$ cat config.mk
export PLATFORM = sky130hd
export DESIGN_NAME = closest_fraction_search
export DESIGN_NICKNAME = d
export VERILOG_FILES = /design/src/rtl/cfs_pkg.sv /design/src/rtl/closest_fraction_search.sv /design/src/rtl/cfs_div.sv
export SDC_FILE = /design/constraint.sdc
export NUM_CORES = 1
export LEC_CHECK = 0
export BUFFER_PORTS_ARGS = -buffer_cell sky130_fd_sc_hd__clkbuf_2
export CAP_MARGIN = 25
export CORE_MARGIN = 3
export CORE_UTILIZATION = 64
export DETAILED_ROUTE_END_ITERATION = 16
export PLACE_DENSITY = 0.82
export SLEW_MARGIN = 20
export SYNTH_ARGS = -nofsm -noshare
export SYNTH_HDL_FRONTEND = slang
export SYNTH_SLANG_ARGS = --single-unit
$ cat constraint.sdc
create_clock -name clk -period 18.4 [get_ports clk]
set_clock_uncertainty 0.2 [all_clocks]
set_input_delay 1.84 -clock clk [delete_from_list [all_inputs] [get_ports clk]]
set_output_delay 1.84 -clock clk [all_outputs]
set_load 0.02 [all_outputs]
$ cat src/rtl/cfs_pkg.sv
// ----------------------------------------------------------------------------
// cfs_pkg
// Shared types and constants for the closest fraction search block:
// request and result payloads, sequencer states and field widths.
// ----------------------------------------------------------------------------
`default_nettype none

package cfs_pkg;

	// field widths of the request and result payloads
	localparam int FIELD_BITS     = 16;
	localparam int NUM_OUT_BITS   = 32;
	localparam int VALUE_BITS_DEF = 16;

	// query request: target fraction and denominator limit
	typedef struct packed {
		logic [FIELD_BITS-1:0] target_num;
		logic [FIELD_BITS-1:0] target_den;
		logic [FIELD_BITS-1:0] den_limit;
	} query_t;

	// result payload: nearest fraction
	typedef struct packed {
		logic [NUM_OUT_BITS-1:0] best_num;
		logic [FIELD_BITS-1:0]   best_den;
	} result_t;

	// search sequencer states
	typedef enum logic [2:0] {
		ST_IDLE,
		ST_DIV,
		ST_LO_A,
		ST_LO_B,
		ST_HI_A,
		ST_HI_B,
		ST_STEP,
		ST_FINISH
	} state_t;

endpackage

`default_nettype wire

$ cat src/rtl/closest_fraction_search.sv
// ----------------------------------------------------------------------------
// closest_fraction_search
// Nearest fraction a/b to target_num/target_den with 1 <= b <= den_limit.
// Walks the denominators until an exact match, keeping floor(num*b/den) and its
// remainder by adding num/den each step; one shared multiplier ranks candidates.
// ----------------------------------------------------------------------------
//  channel  direction  payload   handshake
//  query    in         query_t   query_valid / query_stall
//  result   out        result_t  result_valid / result_stall
//
//  a query with a zero numerator goes straight to the finish state, without a divide
//  otherwise: the initial divide (VW is VALUE_BITS capped at 16), then for each
//  denominator a step and, on the multiplier, an A and a B state per candidate
//  (no step after the last denominator), and finally the finish state;
//  the search stops early on an exact match
//  query_stall is high from acceptance until the result register is loaded
//  the result register holds while result_stall is high
//  reset clears the sequencer and the result valid flag
// ----------------------------------------------------------------------------
`default_nettype none

module closest_fraction_search #(
	parameter int VALUE_BITS = cfs_pkg::VALUE_BITS_DEF
) (
	input  wire logic             clk,
	input  wire logic             arst_n,
	input  wire logic             query_valid,
	output logic                  query_stall,
	input  wire cfs_pkg::query_t  query,
	output logic                  result_valid,
	input  wire logic             result_stall,
	output cfs_pkg::result_t      result
);

	// values are taken in their low bits, at most the field width
	localparam int VW = (VALUE_BITS < cfs_pkg::FIELD_BITS) ? VALUE_BITS
	                                                       : cfs_pkg::FIELD_BITS;
	localparam int QW = 2 * VW;

	cfs_pkg::state_t state_q, state_d;

	logic [VW-1:0] num_in, den_in, lim_in;
	logic [VW-1:0] den_q, lim_q, b_q;
	logic [VW-1:0] qn_q, rn_q, r_q;
	logic [QW-1:0] q_q;
	logic [QW-1:0] best_a_q;
	logic [VW-1:0] best_b_q, best_d_q;
	logic          have_q;
	logic [QW-1:0] p1_q;
	logic          res_valid_q;
	cfs_pkg::result_t res_q;

	logic          accept;
	logic          div_start, div_done;
	logic [VW-1:0] div_quo, div_rem;
	logic          is_lo;
	logic [QW-1:0] cand_a;
	logic [VW-1:0] cand_d;
	logic [VW-1:0] mul_x, mul_y;
	logic [QW-1:0] prod;
	logic          take;
	logic [VW:0]   r_sum;
	logic          wrap;
	logic [VW-1:0] r_next;
	logic [QW-1:0] q_next;
	logic          load_res;
	logic          out_free;

	// request decode, zero denominator and zero limit read as one
	assign num_in = query.target_num[VW-1:0];
	assign den_in = (query.target_den[VW-1:0] == '0) ? VW'(1) : query.target_den[VW-1:0];
	assign lim_in = (query.den_limit[VW-1:0] == '0) ? VW'(1) : query.den_limit[VW-1:0];
	assign accept = query_valid && !query_stall;

	// initial num / den, stepped afterwards by additions
	cfs_div #(.W(VW)) u_div (
		.clk       (clk),
		.arst_n    (arst_n),
		.start     (div_start),
		.dividend  (num_in),
		.divisor   (den_in),
		.done      (div_done),
		.quotient  (div_quo),
		.remainder (div_rem)
	);

	// current candidate: a = q with distance r, or a = q+1 with distance den-r
	assign is_lo  = (state_q == cfs_pkg::ST_LO_A) || (state_q == cfs_pkg::ST_LO_B);
	assign cand_a = is_lo ? q_q : q_q + QW'(1);
	assign cand_d = is_lo ? r_q : den_q - r_q;

	// shared multiplier: cand_d*best_b first, then best_d*b
	always_comb begin
		case (state_q)
			cfs_pkg::ST_LO_A, cfs_pkg::ST_HI_A: begin
				mul_x = cand_d;
				mul_y = best_b_q;
			end
			default: begin
				mul_x = best_d_q;
				mul_y = b_q;
			end
		endcase
	end
	assign prod = QW'(mul_x) * QW'(mul_y);
	assign take = !have_q || (p1_q < prod);

	// next denominator: add num/den to q, r and fold the remainder
	assign r_sum  = {1'b0, r_q} + {1'b0, rn_q};
	assign wrap   = r_sum >= {1'b0, den_q};
	assign r_next = wrap ? VW'(r_sum - {1'b0, den_q}) : r_sum[VW-1:0];
	assign q_next = q_q + QW'(qn_q) + QW'(wrap);

	assign out_free = !res_valid_q || !result_stall;

	// next state and sequencer outputs
	always_comb begin
		state_d   = state_q;
		div_start = 1'b0;
		load_res  = 1'b0;
		case (state_q)
			cfs_pkg::ST_IDLE: begin
				if (query_valid) begin
					if (num_in == '0) begin
						state_d = cfs_pkg::ST_FINISH;
					end else begin
						div_start = 1'b1;
						state_d   = cfs_pkg::ST_DIV;
					end
				end
			end
			cfs_pkg::ST_DIV: begin
				if (div_done) begin
					state_d = (div_quo != '0) ? cfs_pkg::ST_LO_A : cfs_pkg::ST_HI_A;
				end
			end
			cfs_pkg::ST_LO_A: state_d = cfs_pkg::ST_LO_B;
			cfs_pkg::ST_LO_B: begin
				state_d = (take && cand_d == '0) ? cfs_pkg::ST_FINISH : cfs_pkg::ST_HI_A;
			end
			cfs_pkg::ST_HI_A: state_d = cfs_pkg::ST_HI_B;
			cfs_pkg::ST_HI_B: begin
				if ((take && cand_d == '0) || b_q == lim_q) begin
					state_d = cfs_pkg::ST_FINISH;
				end else begin
					state_d = cfs_pkg::ST_STEP;
				end
			end
			cfs_pkg::ST_STEP: begin
				state_d = (q_next != '0) ? cfs_pkg::ST_LO_A : cfs_pkg::ST_HI_A;
			end
			cfs_pkg::ST_FINISH: begin
				if (out_free) begin
					load_res = 1'b1;
					state_d  = cfs_pkg::ST_IDLE;
				end
			end
			default: state_d = cfs_pkg::ST_IDLE;
		endcase
	end

	// state register and control flags
	always_ff @(posedge clk or negedge arst_n) begin
		if (!arst_n) begin
			state_q     <= cfs_pkg::ST_IDLE;
			res_valid_q <= 1'b0;
			have_q      <= 1'b0;
		end else begin
			state_q <= state_d;
			if (load_res) begin
				res_valid_q <= 1'b1;
			end else if (!result_stall) begin
				res_valid_q <= 1'b0;
			end
			if (accept) begin
				have_q <= 1'b0;
			end else if ((state_q == cfs_pkg::ST_LO_B || state_q == cfs_pkg::ST_HI_B)
			             && take) begin
				have_q <= 1'b1;
			end
		end
	end

	// search datapath
	always_ff @(posedge clk) begin
		case (state_q)
			cfs_pkg::ST_IDLE: begin
				den_q    <= den_in;
				lim_q    <= lim_in;
				b_q      <= VW'(1);
				best_a_q <= '0;
				best_b_q <= VW'(1);
				best_d_q <= '0;
			end
			cfs_pkg::ST_DIV: begin
				qn_q <= div_quo;
				rn_q <= div_rem;
				q_q  <= QW'(div_quo);
				r_q  <= div_rem;
			end
			cfs_pkg::ST_LO_A, cfs_pkg::ST_HI_A: begin
				p1_q <= prod;
			end
			cfs_pkg::ST_LO_B, cfs_pkg::ST_HI_B: begin
				if (take) begin
					best_a_q <= cand_a;
					best_b_q <= b_q;
					best_d_q <= cand_d;
				end
			end
			cfs_pkg::ST_STEP: begin
				q_q <= q_next;
				r_q <= r_next;
				b_q <= b_q + VW'(1);
			end
			default: begin
			end
		endcase
		if (load_res) begin
			res_q.best_num <= cfs_pkg::NUM_OUT_BITS'(best_a_q);
			res_q.best_den <= cfs_pkg::FIELD_BITS'(best_b_q);
		end
	end

	assign query_stall  = (state_q != cfs_pkg::ST_IDLE);
	assign result_valid = res_valid_q;
	assign result       = res_q;

	// checks
	a_den_nonzero: assert property (@(posedge clk) disable iff (!arst_n)
		result_valid |-> (result.best_den != '0))
		else $error("result denominator is zero");

	a_best_in_limit: assert property (@(posedge clk) disable iff (!arst_n)
		(have_q && state_q != cfs_pkg::ST_IDLE) |-> (best_b_q <= lim_q))
		else $error("best denominator beyond limit");

	a_rem_below_den: assert property (@(posedge clk) disable iff (!arst_n)
		(state_q == cfs_pkg::ST_STEP || state_q == cfs_pkg::ST_HI_A
		 || state_q == cfs_pkg::ST_LO_A) |-> (r_q < den_q))
		else $error("running remainder not reduced");

	a_finish_loads: assert property (@(posedge clk) disable iff (!arst_n)
		(state_q == cfs_pkg::ST_FINISH && !(res_valid_q && result_stall))
		|=> (result_valid && state_q == cfs_pkg::ST_IDLE))
		else $error("finished search did not reach the result register");

endmodule

`default_nettype wire

$ cat src/rtl/cfs_div.sv
// ----------------------------------------------------------------------------
// cfs_div
// Restoring divider, one quotient bit per cycle. After start it forms W quotient bits
// and pulses done for one cycle with quotient and remainder valid.
// ----------------------------------------------------------------------------
`default_nettype none

module cfs_div #(
	parameter int W = cfs_pkg::VALUE_BITS_DEF
) (
	input  wire logic         clk,
	input  wire logic         arst_n,
	input  wire logic         start,
	input  wire logic [W-1:0] dividend,
	input  wire logic [W-1:0] divisor,
	output logic              done,
	output logic [W-1:0]      quotient,
	output logic [W-1:0]      remainder
);

	localparam int CW = $clog2(W + 1);

	logic          busy_q;
	logic          done_q;
	logic [CW-1:0] cnt_q;
	logic [W-1:0]  dvd_q;
	logic [W-1:0]  dvs_q;
	logic [W-1:0]  rem_q;
	logic [W:0]    rem_sh;
	logic          fits;

	// shift in the next dividend bit and trial subtract
	assign rem_sh = {rem_q, dvd_q[W-1]};
	assign fits   = rem_sh >= {1'b0, dvs_q};

	// control
	always_ff @(posedge clk or negedge arst_n) begin
		if (!arst_n) begin
			busy_q <= 1'b0;
			done_q <= 1'b0;
			cnt_q  <= '0;
		end else begin
			done_q <= 1'b0;
			if (start) begin
				busy_q <= 1'b1;
				cnt_q  <= CW'(W);
			end else if (busy_q) begin
				cnt_q <= cnt_q - CW'(1);
				if (cnt_q == CW'(1)) begin
					busy_q <= 1'b0;
					done_q <= 1'b1;
				end
			end
		end
	end

	// datapath: quotient bits fill the dividend register from the bottom
	always_ff @(posedge clk) begin
		if (start) begin
			dvd_q <= dividend;
			dvs_q <= divisor;
			rem_q <= '0;
		end else if (busy_q) begin
			dvd_q <= {dvd_q[W-2:0], fits};
			rem_q <= fits ? W'(rem_sh - {1'b0, dvs_q}) : rem_sh[W-1:0];
		end
	end

	assign done      = done_q;
	assign quotient  = dvd_q;
	assign remainder = rem_q;

endmodule

`default_nettype wire
==> out/metrics.csv, run 1 <==
metric,value,unit
outcome,"complete, no violations",
Core Rows,75,
die width,213,um
sequential area share after synthesis,0.356,
TritonRoute pass-1 iters,5,
first-pass GRT wire length,111000,um
Worst setup EP type,flop,
routed wire length,68700,um
"Clk Latency, worst-skew pair",0.57,ns
Post-synth EDFFs,304,
post-route ant nets,0,
antenna violations before repair,0,
Clock transition at path regs,0.07,ns
Worst path most repeated cell,fa_1,
Synth Instances,2837,
clock tree buffer depth,3,
Top Usage Layer GRT,met2,
port buffer count,101,
crit share post-route,0.710,
post-cts gate resize count,0,
highest clock rate,76.5,MHz
CP Data Arrival Time,13.06,ns
CTS tree,built,
Setup Total Neg Slack,0,ns
Ant. Diodes,0,
worst r2r src,state_q[2],
crit-path max cell delay,0.83,ns
final hold viol count,0,
top_reg_cell synth,edfxtp_1,
most frequent cells in the layout,"nand2_1, inv_1, edfxtp_1",
All-Layer GR Usage,0.311,
core area,0.0421,mm2
vias per cell,6.14,
CP Max Fanout,64,
"FFs w/ async S/R, synth",0.0361,
total vias in the final route,21100,
met1 track demand over resource,0.402,
cell area after synthesis,0.0274,mm2
number of global-route vias before repair,21500,
Min Hold Slack,0.216,ns
initial core utilization,0.650,
Layout area overhead,8.59,%
total gr overflow,0,
multi-input logic area,0.0159,mm2
"Min Clock Period, post-route",13.07,ns
CP Buf/Inv Count,7,
Syn Nets,3306,
"Slowest-stage cell, CP",xor2_1,
CTS Hold Bufs,0,
critical path depth,33,
grt met3 use,0.0498,
Hold Crit Depth,0,
H-tree levels,2,
CTS buffer count,38,
Residual DRC,0,
FILL cells,3066,
post-CTS setup buffer count,0,
Rel. slew slack,0.316,
Worst Path Required,18.39,ns
Layout Nets,3346,
Storage cell area,0.00975,mm2
worst hold start,best_a_q[23],
Netlist cell types,92,
GPL Wtd Cong,0.993,
critical path class,reg2reg,
die footprint,0.0453,mm2
yosys warns,0,
largest net degree at the start of global routing,70,
"commonest non-fill, non-tap cell in the layout",nand2_1,
met2 Track Usage GR,0.524,
die height,213,um
Top Family by Delay on Critical Path,compound AO/OA/AOI/OAI gates,
number of max-cap violations,0,
Synth Area per Inst,9.66,um2
Ports,102,
Critical Path Source Type,flop,
DRT iter0 DRCs,1928,
worst reg-to-reg path cell count,33,
setup violation total in the final timing report,0,
clock root cell,clkbuf_16,
Worst-Margin Slew,1.02,ns
CTS Sinks,332,
Hold WC Path Type,reg2reg,
worst setup path startpoint,state_q[2],
wire per inst,19.9,um
RSZ-0062 raised after global routing,no,
placed wire-length estimate,51700,um
Final Max Tran Viols,0,
post-synthesis register bit count,332,
layout cells sized above 1,0.0839,
-- final cells by class --
| class | count | share of cell area |
|---|---|---|
| Timing Repair Buffer | 132 | 0.0249 |
| Tap cell | 539 | 0.0227 |
| Sequential cell | 332 | 0.328 |
| Inverter | 343 | 0.0433 |
| Multi-Input combinational cell | 2030 | 0.534 |
| Clock inverter | 21 | 0.0111 |
| Clock buffer | 49 | 0.0361 |
-- final timing paths --
| check | to | slack (ns) |
|---|---|---|
| setup / recovery | best_a_q[25] | 5.33 |
| hold / removal | result[39] | 0.22 |
| setup reg to reg | best_a_q[25] | 5.33 |
| hold reg to reg | result[39] | 0.22 |
| max in group asynchronous | u_div.cnt_q[1] | 16.73 |
| min in group asynchronous | result_valid | 0.98 |
-- logic make-up after synthesis --
kind of cell / Yosys count / share of synthesized area
mux: 44 / 0.0162
buf+inv: 475 / 0.0660
compound gates: 436 / 0.105
simple gates: 978 / 0.162
xor+xnor: 155 / 0.0496
fa+ha+maj: 417 / 0.245
flops: 332 / 0.356
-- cell usage after synthesis (5+ instances only) --
library cell / instances / share of area
fa_1: 200 / 0.15
a211oi_1: 17 / 0.0047
a21boi_0: 8 / 0.0022
buf_2: 12 / 0.0022
o41ai_1: 5 / 0.0016
nor4_1: 29 / 0.0066
and3_1: 38 / 0.0087
o21bai_1: 7 / 0.0019
dfrtp_1: 12 / 0.011
ha_1: 217 / 0.099
clkbuf_1: 107 / 0.015
o31ai_1: 11 / 0.0030
nand2b_1: 21 / 0.0048
o21ai_0: 103 / 0.019
inv_1: 342 / 0.047
xor2_1: 69 / 0.022
and4_1: 7 / 0.0022
and2_1: 21 / 0.0048
or3_1: 27 / 0.0062
or2_2: 7 / 0.0016
xnor2_1: 86 / 0.027
mux2i_1: 41 / 0.015
dfxtp_1: 16 / 0.012
nor3b_1: 8 / 0.0022
o211ai_1: 15 / 0.0041
a21oi_1: 126 / 0.023
nand2_1: 394 / 0.054
nor4b_1: 6 / 0.0019
nor3_1: 45 / 0.0082
a21o_1: 44 / 0.012
nor2_1: 263 / 0.036
nand3_1: 49 / 0.0090
edfxtp_1: 304 / 0.33
o31a_1: 7 / 0.0022
o2111ai_1: 5 / 0.0016
buf_1: 11 / 0.0015
o21a_1: 19 / 0.0052
nor2b_1: 21 / 0.0048
a31oi_1: 9 / 0.0021
nand4_1: 22 / 0.0050
-- metrics by stage --
step | cells | setup slack, ns | area, um2 | utilization
finish | 3446 | 5.33 | 29700 | 0.706
global route | 3446 | 4.62 | 29700 | 0.706
CTS | 3444 | 5.44 | 29700 | 0.706
detailed placement | 3374 | 5.50 | 28300 | 0.672
global placement | 3373 | 5.79 | 28300 | 0.672
floorplan | 2837 | 4.08 | 27400 | -
-- metal layers --
metal / wire (um) / part of all wire / vias to the layer above
li1: - / - / 9714
met1: 27100 / 0.39 / 10300
met2: 33400 / 0.49 / 912
met4: 3030 / 0.044 / 0
met5: 0 / 0 / -
met3: 5120 / 0.074 / 186
-- registers in the layout, indices dropped and copies added (netlist names), 32 cells and up --
signal and count:
best_a_q 32, p1_q 32, q_q 32, result 48
Power of run 1 is not shown: default switching activity piles up to over one toggle a cycle in this logic, so the estimate is an artifact.
==> inputs of run 2 (changes only) <==
==> constraint.sdc (replaced) <==
create_clock -name clk -period 13.05 [get_ports clk]
set_clock_uncertainty 0.2 [all_clocks]
set_input_delay 1.305 -clock clk [delete_from_list [all_inputs] [get_ports clk]]
set_output_delay 1.305 -clock clk [all_outputs]
set_load 0.02 [all_outputs]
==> run 2 against run 1 <==
Compared with the run above: die area unchanged; via count is 0.47% higher; worst setup slack got worse by 4.1 ns; final cell count barely moved; global-route usage rose by 0.84 points; register-to-register slack worse by 4.1 ns; critical path depth grew 2; clock-buffer cell count is 6 lower; flip-flop and latch count stayed put.
==> out/metrics.csv, run 2 (synthesis results as in run 1) <==
metric,value,unit
outcome,"complete, no violations",
post-cts gate resize count,0,
H-tree levels,2,
Critical Path Source Type,flop,
first-pass GRT wire length,113000,um
CTS tree,built,
crit-path max cell delay,0.87,ns
CP Data Arrival Time,11.90,ns
die height,213,um
vias per cell,6.16,
total vias in the final route,21200,
setup violation total in the final timing report,0,
Worst-Margin Slew,1.12,ns
most frequent cells in the layout,"nand2_1, inv_1, edfxtp_1",
final hold viol count,0,
Worst setup EP type,flop,
Layout area overhead,8.46,%
Worst Path Required,13.11,ns
critical path class,reg2reg,
"Clk Latency, worst-skew pair",0.58,ns
post-CTS setup buffer count,0,
initial core utilization,0.650,
layout cells sized above 1,0.0832,
number of max-cap violations,0,
Residual DRC,0,
CTS buffer count,38,
clock tree buffer depth,3,
Rel. slew slack,0.250,
Hold WC Path Type,reg2reg,
Ant. Diodes,0,
Layout Nets,3348,
RSZ-0062 raised after global routing,no,
Final Max Tran Viols,0,
register-to-register setup slack,1.20,ns
CTS Hold Bufs,0,
DRT iter0 DRCs,2102,
die footprint,0.0453,mm2
"Slowest-stage cell, CP",nor2_1,
Top Family by Delay on Critical Path,adder cells,
All-Layer GR Usage,0.319,
Worst path most repeated cell,fa_1,
antenna violations before repair,1,
port buffer count,101,
total gr overflow,0,
clock root cell,clkbuf_16,
highest clock rate,84.4,MHz
"Min Clock Period, post-route",11.85,ns
die width,213,um
largest net degree at the start of global routing,48,
placed wire-length estimate,54200,um
Ports,102,
"commonest non-fill, non-tap cell in the layout",nand2_1,
core area,0.0421,mm2
number of global-route vias before repair,21400,
CTS Sinks,332,
post-route ant nets,0,
CP Max Fanout,47,
wire per inst,20.6,um
crit share post-route,0.908,
Core Rows,75,
GPL Wtd Cong,1.01,
Setup Total Neg Slack,0,ns
TritonRoute pass-1 iters,6,
Clock transition at path regs,0.06,ns
routed wire length,71100,um
max reg flops,48,
CP Buf/Inv Count,4,
run 2: cell type report:
type	instances	area, um2
Inverter	343	1290
Tap cell	539	674
Fill cell	3075	12400
Sequential cell	332	9750
Timing Repair Buffer	134	791
Clock buffer	43	970
Clock inverter	27	345
Multi-Input combinational cell	2030	15900
run 2: worst paths after layout:
check / depth (start not counted) / start / to
max: 35 / r_q[0] / best_a_q[7]
min: 0 / best_a_q[9] / result[25]
max reg2reg: 35 / r_q[0] / best_a_q[7]
min reg2reg: 0 / best_a_q[9] / result[25]
max in group asynchronous: 1 / arst_n / u_div.cnt_q[2]
min in group asynchronous: 1 / arst_n / result_valid
run 2: per-layer routing:
layer | wire, um | vias up | GRT usage
li1 | - | 9736 | -
met1 | 27800 | 10300 | 0.408
met2 | 34300 | 940 | 0.539
met3 | 5440 | 226 | 0.0516
met4 | 3590 | 2 | 0.145
met5 | 10 | - | 0
run 2: worst register-to-register path: cells and delay by family (launching register included):
kind | cells | cell delay (ns)
buffers and inverters | 4 | 0.50
AO/OA/AOI/OAI | 14 | 3.99
adder cells (fa/ha/maj) | 10 | 4.37
AND/OR/NAND/NOR | 6 | 1.71
flip-flops | 1 | 0.51
XOR/XNOR | 1 | 0.25
run 2: metrics by stage:
step	setup slack (ns)	utilization	area, um2	hold slack (ns)	cells
6_report	1.20	0.705	29700	0.217	3448
5_1_grt	0.709	0.705	29700	0.220	3448
4_1_cts	1.12	0.704	29700	0.215	3444
3_5_place_dp	1.16	0.673	28300	0.205	3374
3_3_place_gp	1.43	0.672	28300	0.203	3372
2_1_floorplan	0.456	-	27400	0.200	2837
Power of run 2 is left out for the same reason.
